[src/design/srb_ram.sv]
module srb_ram #(
  parameter int Width = 8,
  parameter int Depth = 16
) (
  input  logic                     clk_i,
  input  logic                     we_i,
  input  logic [$clog2(Depth)-1:0] waddr_i,
  input  logic [Width-1:0]         wdata_i,
  input  logic                     re_i,
  input  logic [$clog2(Depth)-1:0] raddr_i,
  output logic [Width-1:0]         rdata_o
);

  logic [Width-1:0] mem [Depth];
  logic [Width-1:0] rdata_q;

  always_ff @(posedge clk_i) begin
    if (we_i) begin
      mem[waddr_i] <= wdata_i;
    end
    if (re_i) begin
      rdata_q <= mem[raddr_i];
    end
  end

  assign rdata_o = rdata_q;

endmodule

[config.mk]
export PLATFORM = sky130hd
export DESIGN_NAME = srb_ram
export DESIGN_NICKNAME = d
export VERILOG_FILES = /design/src/design/srb_ram.sv
export SDC_FILE = /design/constraint.sdc
export NUM_CORES = 1
export LEC_CHECK = 0
export BUFFER_PORTS_ARGS = -buffer_cell sky130_fd_sc_hd__buf_4
export CAP_MARGIN = 5
export CELL_PAD_IN_SITES_DETAIL_PLACEMENT = 1
export CELL_PAD_IN_SITES_GLOBAL_PLACEMENT = 1
export CORE_MARGIN = 3
export CORE_UTILIZATION = 50
export CTS_CLUSTER_SIZE = 12
export DETAILED_ROUTE_END_ITERATION = 10
export PLACE_DENSITY = 0.76
export SYNTH_ARGS = -nofsm -noshare
export SYNTH_HDL_FRONTEND = slang
export SYNTH_SLANG_ARGS = --single-unit
export TNS_END_PERCENT = 100
[constraint.sdc]
create_clock -name clk_i -period 4 [get_ports clk_i]
set_input_delay 0.4 -clock clk_i [delete_from_list [all_inputs] [get_ports clk_i]]
set_output_delay 0.4 -clock clk_i [all_outputs]
set_load 0.005 [all_outputs]
# After elaboration in Yosys (flattened, before gate mapping)
# Memories as Yosys holds them, arrays and structs flattened. A register that Yosys moved wholly into a read port is not among the register bits.
# Cells that the tools add are included.
# totals
ff_bits	0
n_memories	1
out_inout_bits	8
mem_bits_rw	128
elab_cells	3
# mem_list
name	words	width	rd	rd_clocked_by_memory_dff	wr	line	rtl
mem	16	8	1	1	1	14	logic [Width-1:0] mem [Depth];
# classes
muxes	2
# ops
cell	n
$mux W1	2

# Longest topological paths before layout
# depth
word_depth	2
depth_mapped	5

# Worst setup path after synthesis
# OpenSTA, ideal clock, no wires.
# synth_timing
path_kind	input -> register
from	input port waddr_i[2]
to	memory mem[0][0], enable pin
n_path_buf	0
t_required_ns	3.617
stages	2
path_slack_ns	2.107
arrival_time_ns	1.510
path_cell_list	or3b_2 > nor3_1
# synth_rtl
item	line	rtl
from (decl)	7	input logic [$clog2(Depth)-1:0] waddr_i,
to (decl)	14	
# No word-level cell before the write port.

==> impl_results.md <==
* H-tree depth at 4
* RSZ-0062 raised after global routing: no
* Final Skew at approximately 0.0076 ns
* Clk_lat worst skew at roughly 0.52 ns
* Final Hold Fails at 0
* HPWL after DPL at around 6.7 mm
* CTS Hold Bufs at 0
* CTS Sinks at between 100 and 150
* Core Util, Final at ~60%
* Via count at around 2400
* Finished Layout Cells at between 400 and 500
* GP Congestion at ~0.7
* GRT Total Usage at roughly a fifth
* Share of layout cells above drive strength 1 at 25.5%
* Antenna violations before repair at 0
* Top-area cell type share of the netlist area at roughly four fifths
* Pwr/cell area at 504 mW/mm2
* Core ar. at 0.00995 mm2
* Fill cells at 822
* CTS tree: yes
* Worst hold path type: in -> reg
* Critical path required time at about 4.3 ns
* Post-place instance area at around 0.0055 mm2
* Critical-path maximum fanout at 32
* Adder-cell share of the synthesized area at 0%
* Static Leak at just under 2 nW
* Leading cell type in the layout, fill and taps excluded: edfxtp_1
* Worst-margin pin slew at between 1 and 1.5 ns
* DR WL/cell at between 20 and 30 um
* Ranking of synthesized cells by area: edfxtp_1 78%, mux4_2 7.8%, mux4_1 7.0%
* Final setup viols at 0
* Post-synthesis cell count at 229
* Root buf cell: clkbuf_8
* Period utilization at a little over two fifths
* Cell taking the most area after synthesis: edfxtp_1
* P&R area growth vs syn at 14.6%
* Syn Area/Cell at 22.8 um2
* Die Width at roughly 110 um
* Arrival time worst endpoint at slightly below 2 ns
* Period minus WS final at 1.70 ns
* Largest family of logic cells by synthesized area: multiplexers
* Synthesis-stage register bit count at 136
* Initial DRC Count at between 150 and 200
* Post-synthesis sequential area ratio at between 70% and 80%
* Congestion Overflow GR at 0
* Highest-count cells in the layout ignoring fill and taps: 136 x edfxtp_1, 27 x buf_4, 18 x mux4_2, 16 x a22oi_1, 16 x clkbuf_16
* Starting Density at 52.5%
* Antenna cell count at 0
* Longest Clk Path Bufs at 2
* Startpoint Class: input port
* WS Path Type: in -> reg
* Port Buf Inserts at 26
* Inst Count DP at about 380
* Relative slew slack at 29.7%
* Mapped Area at between 0.005 and 0.006 mm2
* Full die area at about 0.012 mm2
* Number of remaining DRC errors at 0
* Die height at 108 um
* Pin count of the biggest net entering global routing at 33
* Rows at 36
* Post-Place Setup Slack at between 1.5 and 2 ns
* Cts repair resizes at 0
* Vias in the first global route at 2645
* Fin area at 0.00599 mm2
* Fin nets at roughly 280
* Post-Synth XOR/XNOR Area at 0%
* Compound-Gate Fraction of Synth Area at under 10%
* First-pass GRT wire length at between 15 and 20 mm
* Max-Cap Viols at 0
* Synth cell types at 18
* Yosys warns at 0
* # Post-CTS Setup Buffers at 0
* Setup ws final at 2.30 ns
* Net Count, Synth at 248
* CTS buffer count at 17
* Status: finished clean
* CP endpoint kind: register
* Mux cell area share after synthesis at between 10% and 20%
* Final WL at approximately 11 mm
* TNS Setup at 0 ns
* Via density at about 6
* Final slew viol count at 0
* First-pass iteration count of the detailed router at 4
* Antenna Violating Nets Remaining at 0
* Max Fclk at slightly below 600 MHz
* Post-Synth Simple-Gate Area at about 3.1%
* Clock transition at path regs at 0.06 ns
* Peak VDD IR at between 0.2 and 0.3 mV
* Top Ports at 27
-- metal layers --
| layer | wire length (um) | global-route usage (%) |
|---|---|---|
| met4 | 198 | 8.93 |
| met3 | 476 | 5.43 |
| met1 | 4740 | 28.8 |
| met5 | 0 | 0 |
| met2 | 5400 | 32.1 |
-- critical path: stages --
cell     delay (ns)
buf_4          0.46
mux4_2         0.61
a22oi_1        0.28
nand2_1        0.14
-- worst paths after layout --
check / end / slack (ns) / startpoint / cells past startpoint
worst min-delay path: rdata_o[7] / 0.17 / re_i / 1
worst max register to register: rdata_o[6] / 2.41 / mem[3][6] / 3
worst min register to register: rdata_o[5] / 0.76 / mem[13][5] / 3
worst max-delay path: rdata_o[7] / 2.30 / raddr_i[0] / 4
-- report_power, final --
group | internal, W | switching [W]
registers | 0.00161 | 0.00000832
clock network | 0.000735 | 0.000516
logic | 0.0000639 | 0.0000866
total | 0.00241 | 0.000611
-- sequential cells by signal, indices dropped and copies added, names as in the netlist --
name	flops
mem	128
rdata_o	8
-- cell type report --
| class | count | area, um2 | area share [%] |
|---|---|---|---|
| clock inverter | 8 | 35.0 | 0.585 |
| clock buffer | 21 | 429 | 7.17 |
| multi-input combinational | 83 | 1070 | 17.9 |
| sequential | 136 | 4080 | 68.2 |
| timing repair buffer | 27 | 203 | 3.38 |
| tap | 133 | 166 | 2.78 |
-- synthesized netlist by cell type --
| cell type | instances |
|---|---|
| a22oi_1 | 16 |
| and2_1 | 1 |
| and2b_1 | 1 |
| buf_2 | 3 |
| buf_4 | 1 |
| buf_6 | 3 |
| clkdlybuf4s25_2 | 3 |
| edfxtp_1 | 136 |
| mux4_1 | 14 |
| mux4_2 | 18 |
| nand2_1 | 9 |
| nand2b_1 | 2 |
| nand3_1 | 1 |
| nand3b_1 | 2 |
| nor2_1 | 13 |
| nor2b_1 | 1 |
| nor3_1 | 4 |
| or3b_2 | 1 |
-- cells by family after synthesis --
family / Yosys count
buf+inv: 10
simple gates: 35
compound gates: 16
flops: 136
mux: 32
-- per-stage QoR --
step	hold WS, ns	total power (W)
6_report	0.166	0.00302
5_1_grt	0.160	0.00312
4_1_cts	0.148	0.00304
3_5_place_dp	0.698	0.00180
3_3_place_gp	0.683	0.00179
2_1_floorplan	0.499	0.00172
Power figures use the tool's default switching activity.
